## config.mk

```make
export PLATFORM = sky130hd
export DESIGN_NAME = tagged_reply_word_receiver_unit
export DESIGN_NICKNAME = d
export VERILOG_FILES = /design/src/design/trwr_pkg.sv /design/src/design/trwr_core.sv /design/src/design/tagged_reply_word_receiver_unit.sv
export SDC_FILE = /design/constraint.sdc
export NUM_CORES = 1
export LEC_CHECK = 0
export ABC_AREA = 1
export BUFFER_PORTS_ARGS = -buffer_cell sky130_fd_sc_hd__buf_4
export CORE_MARGIN = 10
export CORE_UTILIZATION = 25
export DETAILED_ROUTE_END_ITERATION = 8
export SLEW_MARGIN = 20
export SYNTH_ARGS = -nofsm -noshare
export SYNTH_HDL_FRONTEND = slang
export SYNTH_HIERARCHICAL = 1
export SYNTH_SLANG_ARGS = --single-unit
```

## constraint.sdc

```tcl
create_clock -name aclk -period 2.1 [get_ports aclk]
set_input_delay 0.21 -clock aclk [delete_from_list [all_inputs] [get_ports aclk]]
set_output_delay 0.21 -clock aclk [all_outputs]
set_load 0.005 [all_outputs]
```

## src/design/trwr_pkg.sv

```systemverilog
// Shared types, codes and constants of the tagged reply word receiver.
`timescale 1ns / 1ps

package trwr_pkg;

    localparam int COUNT_BITS_DEF = 16;

    localparam int ACTION_W  = 3;
    localparam int BYTE_W    = 8;
    localparam int COUNT_W   = 16;
    localparam int EVENT_W   = 3;
    localparam int TICKS_W   = 24;
    localparam int S_DATA_W  = 40;
    localparam int M_DATA_W  = 16;
    localparam int APB_ADDR_W = 3;
    localparam int APB_DATA_W = 32;

    // Input actions.
    localparam logic [ACTION_W-1:0] ACT_START_READY = 3'd0;
    localparam logic [ACTION_W-1:0] ACT_RX_WORD     = 3'd1;
    localparam logic [ACTION_W-1:0] ACT_EXPECT_ACK  = 3'd2;
    localparam logic [ACTION_W-1:0] ACT_EXPECT_BYTES = 3'd3;
    localparam logic [ACTION_W-1:0] ACT_TICK        = 3'd4;

    // Result events.
    localparam logic [EVENT_W-1:0] EV_NONE    = 3'd0;
    localparam logic [EVENT_W-1:0] EV_READY   = 3'd1;
    localparam logic [EVENT_W-1:0] EV_ACK     = 3'd2;
    localparam logic [EVENT_W-1:0] EV_BYTE    = 3'd3;
    localparam logic [EVENT_W-1:0] EV_TIMEOUT = 3'd4;
    localparam logic [EVENT_W-1:0] EV_IGNORED = 3'd5;

    // Register index of timeout_ticks.
    localparam logic REG_TIMEOUT_TICKS = 1'b0;

    localparam logic [BYTE_W-1:0]  READY_DATA     = 8'hC3;
    localparam logic [BYTE_W-1:0]  READY_TAG_BASE = 8'h10;
    localparam logic [BYTE_W-1:0]  ACK_MARKER     = 8'h3A;
    localparam logic [BYTE_W-1:0]  ACK_SEQ_INIT   = 8'h20;
    localparam logic [BYTE_W-1:0]  RESP_SEQ_INIT  = 8'h30;
    localparam logic [BYTE_W-1:0]  SEQ_HI_MASK    = 8'hF0;
    localparam logic [BYTE_W-1:0]  SEQ_LO_MASK    = 8'h0F;
    localparam logic [TICKS_W-1:0] TIMEOUT_RESET  = 24'd50000;

    typedef enum logic [3:0] {
        PH_IDLE  = 4'b0001,
        PH_READY = 4'b0010,
        PH_ACK   = 4'b0100,
        PH_BYTES = 4'b1000
    } phase_t;

    typedef struct packed {
        logic [EVENT_W-1:0] event_res;
        logic [BYTE_W-1:0]  data_byte;
        logic               last;
    } result_t;

    // Low nibble counts up modulo 16, high nibble is kept.
    function automatic logic [BYTE_W-1:0] roll_seq(input logic [BYTE_W-1:0] s);
        logic [BYTE_W-1:0] inc;
        inc = s + 8'd1;
        return (s & SEQ_HI_MASK) | (inc & SEQ_LO_MASK);
    endfunction

endpackage

```

## src/design/trwr_core.sv

```systemverilog
// Receiver state and the per-word decision logic.
`timescale 1ns / 1ps

module trwr_core #(
    parameter int COUNT_BITS = trwr_pkg::COUNT_BITS_DEF
) (
    input  logic                          aclk,
    input  logic                          aresetn,
    input  logic                          item_accept,
    input  logic [trwr_pkg::ACTION_W-1:0] action,
    input  logic [trwr_pkg::BYTE_W-1:0]   rx_tag,
    input  logic [trwr_pkg::BYTE_W-1:0]   rx_data,
    input  logic [trwr_pkg::COUNT_W-1:0]  byte_count,
    input  logic [trwr_pkg::TICKS_W-1:0]  timeout_ticks,
    output trwr_pkg::result_t             result
);
    import trwr_pkg::*;

    phase_t                phase_reg, phase_next;
    logic                  ready_index_reg, ready_index_next;
    logic [BYTE_W-1:0]     ack_seq_reg, ack_seq_next;
    logic [BYTE_W-1:0]     resp_seq_reg, resp_seq_next;
    logic [COUNT_BITS-1:0] remaining_reg, remaining_next;
    logic [TICKS_W-1:0]    idle_ticks_reg, idle_ticks_next;

    logic [COUNT_BITS-1:0] count_trunc;
    logic [COUNT_BITS-1:0] remaining_dec;
    logic [BYTE_W-1:0]     ready_tag;

    assign count_trunc   = COUNT_BITS'(byte_count);
    assign remaining_dec = remaining_reg - {{(COUNT_BITS-1){1'b0}}, 1'b1};
    assign ready_tag     = READY_TAG_BASE | {{(BYTE_W-1){1'b0}}, ready_index_reg};

    always_comb begin
        phase_next       = phase_reg;
        ready_index_next = ready_index_reg;
        ack_seq_next     = ack_seq_reg;
        resp_seq_next    = resp_seq_reg;
        remaining_next   = remaining_reg;
        idle_ticks_next  = idle_ticks_reg;
        result           = '{event_res: EV_NONE, data_byte: '0, last: 1'b0};

        case (action)
            ACT_START_READY: begin
                phase_next       = PH_READY;
                ready_index_next = 1'b0;
                idle_ticks_next  = '0;
            end
            ACT_RX_WORD: begin
                if (phase_reg == PH_READY && rx_data == READY_DATA && rx_tag == ready_tag) begin
                    idle_ticks_next = '0;
                    if (!ready_index_reg) begin
                        ready_index_next = 1'b1;
                    end else begin
                        ready_index_next = 1'b0;
                        ack_seq_next     = ACK_SEQ_INIT;
                        resp_seq_next    = RESP_SEQ_INIT;
                        phase_next       = PH_IDLE;
                        result.event_res = EV_READY;
                    end
                end else if (phase_reg == PH_ACK && rx_data == ACK_MARKER
                             && rx_tag == ack_seq_reg) begin
                    ack_seq_next     = roll_seq(ack_seq_reg);
                    idle_ticks_next  = '0;
                    phase_next       = PH_IDLE;
                    result.event_res = EV_ACK;
                end else if (phase_reg == PH_BYTES && rx_tag == resp_seq_reg) begin
                    resp_seq_next    = roll_seq(resp_seq_reg);
                    idle_ticks_next  = '0;
                    remaining_next   = remaining_dec;
                    result.event_res = EV_BYTE;
                    result.data_byte = rx_data;
                    if (remaining_dec == '0) begin
                        result.last = 1'b1;
                        phase_next  = PH_IDLE;
                    end
                end else begin
                    result.event_res = EV_IGNORED;
                end
            end
            ACT_EXPECT_ACK: begin
                phase_next      = PH_ACK;
                idle_ticks_next = '0;
            end
            ACT_EXPECT_BYTES: begin
                remaining_next  = count_trunc;
                idle_ticks_next = '0;
                phase_next      = (count_trunc != '0) ? PH_BYTES : PH_IDLE;
            end
            ACT_TICK: begin
                if (phase_reg != PH_IDLE) begin
                    if (idle_ticks_reg >= timeout_ticks) begin
                        phase_next       = PH_IDLE;
                        ready_index_next = 1'b0;
                        result.event_res = EV_TIMEOUT;
                    end else begin
                        idle_ticks_next = idle_ticks_reg + 24'd1;
                    end
                end
            end
            default: begin
            end
        endcase
    end

    always_ff @(posedge aclk) begin
        if (!aresetn) begin
            phase_reg       <= PH_IDLE;
            ready_index_reg <= 1'b0;
            ack_seq_reg     <= ACK_SEQ_INIT;
            resp_seq_reg    <= RESP_SEQ_INIT;
            remaining_reg   <= '0;
            idle_ticks_reg  <= '0;
        end else if (item_accept) begin
            phase_reg       <= phase_next;
            ready_index_reg <= ready_index_next;
            ack_seq_reg     <= ack_seq_next;
            resp_seq_reg    <= resp_seq_next;
            remaining_reg   <= remaining_next;
            idle_ticks_reg  <= idle_ticks_next;
        end
    end

endmodule

```

## src/design/tagged_reply_word_receiver_unit.sv

```systemverilog
// Top level of the tagged reply word receiver: stream ports, register port, result register.
// Results: one result per input transfer, valid on m_tvalid in the cycle after the transfer.
// Throughput: one transfer per cycle; the single result register frees as it is taken,
// so s_tready stays high while m_tready is high.
// Reset: synchronous, active low; clears phase, counters and sequences, sets
// timeout_ticks to 50000 and empties the result register.
`timescale 1ns / 1ps

module tagged_reply_word_receiver_unit #(
    parameter int COUNT_BITS = trwr_pkg::COUNT_BITS_DEF
) (
    input  logic                            aclk,
    input  logic                            aresetn,
    input  logic                            s_tvalid,
    output logic                            s_tready,
    // [2:0] action, [10:3] rx_tag, [18:11] rx_data, [34:19] byte_count, [39:35] zero
    input  logic [trwr_pkg::S_DATA_W-1:0]   s_tdata,
    output logic                            m_tvalid,
    input  logic                            m_tready,
    // [2:0] event_res, [10:3] data_byte, [15:11] zero
    output logic [trwr_pkg::M_DATA_W-1:0]   m_tdata,
    output logic                            m_tlast,
    input  logic                            psel,
    input  logic                            penable,
    input  logic                            pwrite,
    input  logic [trwr_pkg::APB_ADDR_W-1:0] paddr,
    input  logic [trwr_pkg::APB_DATA_W-1:0] pwdata,
    output logic [trwr_pkg::APB_DATA_W-1:0] prdata,
    output logic                            pready
);
    import trwr_pkg::*;

    logic [TICKS_W-1:0] timeout_reg;
    logic               cfg_write;
    logic               item_accept;
    result_t            result;
    result_t            out_reg;
    logic               out_valid_reg;

    assign pready    = 1'b1;
    assign cfg_write = psel && penable && pwrite && pready;
    assign prdata    = (paddr[2] == REG_TIMEOUT_TICKS)
                       ? {{(APB_DATA_W-TICKS_W){1'b0}}, timeout_reg} : '0;

    always_ff @(posedge aclk) begin
        if (!aresetn) begin
            timeout_reg <= TIMEOUT_RESET;
        end else if (cfg_write && paddr[2] == REG_TIMEOUT_TICKS) begin
            timeout_reg <= pwdata[TICKS_W-1:0];
        end
    end

    assign s_tready    = !out_valid_reg || m_tready;
    assign item_accept = s_tvalid && s_tready;

    trwr_core #(
        .COUNT_BITS(COUNT_BITS)
    ) u_core (
        .aclk         (aclk),
        .aresetn      (aresetn),
        .item_accept  (item_accept),
        .action       (s_tdata[2:0]),
        .rx_tag       (s_tdata[10:3]),
        .rx_data      (s_tdata[18:11]),
        .byte_count   (s_tdata[34:19]),
        .timeout_ticks(timeout_reg),
        .result       (result)
    );

    always_ff @(posedge aclk) begin
        if (!aresetn) begin
            out_valid_reg <= 1'b0;
        end else if (item_accept) begin
            out_valid_reg <= 1'b1;
        end else if (m_tready) begin
            out_valid_reg <= 1'b0;
        end
    end

    always_ff @(posedge aclk) begin
        if (item_accept) begin
            out_reg <= result;
        end
    end

    assign m_tvalid = out_valid_reg;
    assign m_tdata  = {5'd0, out_reg.data_byte, out_reg.event_res};
    assign m_tlast  = out_reg.last;

endmodule

```

Word-level counts from Yosys, hierarchy flattened
Cells that the tools add are included.

$add $sub $neg: 4. Magnitude comparators: 1. Equality and inequality tests: 25. Muxes and demuxes: 42. Bitwise logic cells: 5. Reductions and logical operators: 29.

Operator list (number): $mux W24 (6); $pmux W24 S3 (1); $mux W8 (7); $mux W16 (3); $mux W4 (8); $pmux W16 S2 (1); $add A24 B1 Y24 const B (1); $ge A24 B24 Y1 (1); $pmux W4 S5 (1); $reduce_and A5 Y1 (4); $eq A8 B8 Y1 (2); $logic_not A16 Y1 (1); $or A8 B4 Y8 (2); $reduce_bool A16 Y1 (1); $sub A16 B1 Y16 const B (1); $mux W3 (5); $ne A2 B1 Y1 const B (6); $ne A4 B1 Y1 const B (3); $logic_and A1 B1 Y1 (9); $add A4 B1 Y4 const B (2); $eq A8 B5 Y1 (1); $eq A8 B6 Y1 const B (1); $eq A8 B8 Y1 const B (1); $mux W1 (8); other kinds (21) (30).

Bits in registers: 98. Bits of input ports: 82. Output and inout port bits: 52. Word-level logic and storage cells: 117.

Longest topological paths before layout
Word-level depth: 7. Mapped depth: 17. Depth with buffers taken out: 17.

Cells and area by module
Netlist, hierarchy kept.

By module, submodules not included: trwr_core (instances 1, cells an instance 739, area an instance 4574.4 µm², seq. area each 1101.1 µm²); tagged_reply_word_receiver_unit (instances 1, cells an instance 232, area an instance 1741.7 µm², seq. area each 860.8 µm²).

Worst setup path before layout
Ideal clock, no wire load.

Path kind: reg2reg. Start: register out_valid_reg (netlist: m_tvalid). End: register u_core.resp_seq_reg[3]. Setup time: 129 ps. Arrival time: 2076 ps. Data required time: 1971 ps. Slack: -105 ps. Stages on the path, launching flop included: 7. Path buffers: 0. Period minus slack after synthesis: 2205 ps. Cell sequence: dfxtp_1 > a21oi_1 > nand3_1 > a21oi_2 > nand2_1 > xor2_1 > nor2_1.

Cells in the longest elaborated chain, start to end: 4.

Ends and longest elaborated chain: start: declaration (RTL line tagged_reply_word_receiver_unit.sv:38) `logic out_valid_reg;`; start signal: assignment (RTL line tagged_reply_word_receiver_unit.sv:72) `out_valid_reg <= 1'b0;`; start signal: assignment (RTL line tagged_reply_word_receiver_unit.sv:74) `out_valid_reg <= 1'b1;`; start signal: assignment (RTL line tagged_reply_word_receiver_unit.sv:76) `out_valid_reg <= 1'b0;`; $logic_not A1 Y1 (RTL line tagged_reply_word_receiver_unit.sv:53) `assign s_tready = !out_valid_reg || m_tready;`; $logic_or A1 B1 Y1 (RTL line tagged_reply_word_receiver_unit.sv:53); $logic_and A1 B1 Y1 (RTL line tagged_reply_word_receiver_unit.sv:54) `assign item_accept = s_tvalid && s_tready;`; named net item_accept (RTL line tagged_reply_word_receiver_unit.sv:35) `logic item_accept;`; $reduce_and A5 Y1 (no source line); end signal: assignment (RTL line trwr_core.sv:118) `resp_seq_reg <= resp_seq_next;`; end: declaration (RTL line trwr_core.sv:22) `logic [BYTE_W-1:0] resp_seq_reg, resp_seq_next;`.

The timed path passes the listed nets, and every way through them passes these cells. A chain may end at the register's enable or synchronous reset.

Final worst setup path
Start: register timeout_reg[13]. End: register u_core.idle_ticks_reg[6].

Cells in the longest elaborated chain, start to end: 3.

Ends and longest elaborated chain: start: declaration (RTL line tagged_reply_word_receiver_unit.sv:33) `logic [TICKS_W-1:0] timeout_reg;`; start signal: assignment (RTL line tagged_reply_word_receiver_unit.sv:49) `timeout_reg <= pwdata[TICKS_W-1:0];`; $ge A24 B24 Y1 (RTL line trwr_core.sv:92) `if (idle_ticks_reg >= timeout_ticks) begin`; $ne A2 B2 Y1 (no source line); $reduce_and A5 Y1 (no source line); end signal: assignment (RTL line trwr_core.sv:120) `idle_ticks_reg <= idle_ticks_next;`; end: declaration (RTL line trwr_core.sv:24) `logic [TICKS_W-1:0] idle_ticks_reg, idle_ticks_next;`.

No other way between the ends.

==> impl_metrics.ini <==
[outcome]
outcome = finished, final reports clean

[worst_setup_path]
worstSetupStartpoint = timeout_reg[13]$_SDFFE_PN0P_
crit_arrival_ns = 2.32
critPathMaxFanout = 7
criticalPathCategory = reg -> reg
cp.buffers_inverters = 2
start_kind = register
r2r-start = timeout_reg[13]$_SDFFE_PN0P_
crit_path_frequent_cell = nand2_8
crit_required_ns = 2.39
slowest_stage = dfxtp_2
path_cells = inv_2 > ha_4 > nand2_4 > nor2_4 > nand4_1 > nor3_2 > nand2_2 > nand3_4 > nand2_8 > nand2_8 > clkbuf_16 > nand2_1 > a21oi_1
ff2ff_setup_slack_ns = 0.06
critPathMaxStageDelay_ns = 0.34
cp-end-kind = register
critPathTopFamily = simple AND/OR/NAND/NOR gates

[drt]
viasPerCell = 4.43
drt_iter0_drc = 345
routed_wl_mm = 18.5
dr.pass1.iters = 5
drc_errors = 0
vias = 6473
wl_per_cell_um = 12.7
final_antenna_net_count = 0

[sta]
finalHoldViolCount = 0
slew_headroom_pct = 66.1
max_clock_freq_ghz = 0.491
setup_viol = 0
maxSlewViolCount = 0
layout_min_cycle_time_ns = 2.04
period_share_pct = 97.1
rsz0062_at_grt = true
fin_skew_ns = 0.0144
tightest_slew_ns = 0.505

[floorplan]
die_w_um = 179
rows = 58
core_um2 = 25000
ios = 134
dieArea_um2 = 32000
dieHeight_um = 179
start_util_pct = 25.2

[grt]
grt_max_degree = 44
antenna_found_initial = 0
grt_usage_pct = 11.3
grt_pass1_wl_mm = 29.9
grt_pass1_vias = 6129
overflow = 0

[synthesis]
synth_seq_cells = 92
synth.largest_area_cell = dfxtp_1
synth_top_area_share_pct = 25.4
synthCells = 971
async_flop_share_pct = 0
syn-mean-instance-area_um2 = 6.50
synth.distinct_cells = 44
synth-edff-count = 12
yosys-top-cells-area = dfxtp_1 25%, nand2_1 12%, nor2_1 10%
syn_area_um2 = 6320
yosys_warnings = 6
synth_top_flop_cell = dfxtp_1
yosysSeqAreaShare_pct = 31.1

[clock_network]
cts.path.max_buffers = 2
cts_root_buffer = clkbuf_16
clk_pin_slew_ns = 0.08
clock_latency_ns = 0.36
cts_hold_buf = 0
htreeDepth = 3
cts_inserted_buffers = 9
cts_tree = yes
clock-sinks = 92

[cells_and_area]
layout-drive-gt1-share_pct = 26.1
area_growth_pct = 35.0
final_core_util_pct = 34.1
fin_cells = 1461
diodes = 0
final_common_cell = nand2_1
final_cell_mix = 178 x nand2_1, 164 x buf_4, 161 x nor2_1
final_nets = 1237

[placement]
gp_congestion = 0.908
port_buffers = 104
dp_hpwl_mm = 14.2
dp.cells = 1440

[power_and_ir_drop]
worst_ir_drop_vdd_mv = 0.421
p_leak_nw = 3.87
power.density_nw_per_um2 = 528

[hold_path]
hold_path.class = in -> reg
min-delay-start = pwdata[6]

[flow_run]
cap_violations = 0
## cells in the mapped netlist (3+ instances only)
library cell / instances
buf_2: 5
nand2_2: 7
edfxtp_1: 12
xnor2_1: 9
nor2_1: 170
nor4_1: 6
xor2_1: 24
ha_1: 29
or2_2: 3
o21ai_0: 36
nand4_1: 20
buf_6: 8
clkinv_1: 4
nand2_1: 195
a21oi_1: 54
nor2_2: 6
nand3_1: 81
dfxtp_1: 80
a31oi_1: 9
buf_4: 15
inv_2: 5
inv_1: 138
and3_1: 3
clkbuf_1: 10
nor3_1: 18
## logic make-up (layout without fill, tap and decap cells)
kind of cell | after synthesis | in the layout | share of synthesized area [%]
buffers and inverters | 187 | 335 | 13.1
flip-flops | 92 | 92 | 31.1
adder cells (fa/ha/maj) | 29 | 29 | 5.74
other | 2 | 14 | 0.119
AND/OR/NAND/NOR | 523 | 523 | 36.7
XOR/XNOR | 33 | 33 | 4.58
AO/OA/AOI/OAI | 105 | 105 | 8.72
## worst min-delay path, delay by kind of cell
family / cells / cell delay [ns]
simple gates: 2 / 0.11
buf+inv: 1 / 0.08
## metrics by stage
stage,hold WS (ns),area [um^2],TNS [ns],setup slack (ns),total power (W)
final,0.0649,8530,0,0.0613,0.00450
after global routing,0.0656,8530,-0.215,-0.0272,0.00474
after CTS,0.0520,8100,-0.00114,-0.00114,0.00449
after detailed placement,0.432,7770,0,0.00419,0.00271
after global placement,0.430,7770,0,0.0467,0.00270
after floorplan,0.336,6360,0,0.245,0.00241
## final timing paths
path                                           endpoint  cells past startpoint
setup reg to reg  u_core/idle_ticks_reg[6]$_SDFFE_PN0P_                     13
setup / recovery  u_core/idle_ticks_reg[6]$_SDFFE_PN0P_                     13
hold / removal              timeout_reg[6]$_SDFFE_PN1P_                      3
hold reg to reg     u_core/resp_seq_reg[5]$_SDFFE_PN1P_                      1
## power by group
group          switching [W]  internal [W]  leakage (nW)
Sequential         0.0000420       0.00184         0.776
Clock               0.000801      0.000956         0.153
Combinational       0.000501      0.000364          2.94
Total                0.00134       0.00316          3.87
## layout make-up
class | instances | area (um^2)
multi-input combinational | 704 | 3920
timing repair buffer | 172 | 1350
inverter | 147 | 557
tap | 330 | 413
fill | 2738 | 16500
clock inverter | 7 | 91.3
clock buffer | 9 | 225
sequential | 92 | 1980
## metal layers
metal  vias up  part of all wire, %  global-route usage [%]
li1       3374                    -                       -
met1      2938                   46                    14.4
met2       139                   47                    18.2
met3        22                  4.6                    2.13
met4         0                  2.2                    4.86
met5         -                    0                       0
## timing repair
action,CTS,global route
gates resized for setup,3,102
buffers inserted,0,3
gates cloned,0,2
pin swaps,2,30
endpoints found under the setup margin,27,44
Power figures use the tool's default switching activity.
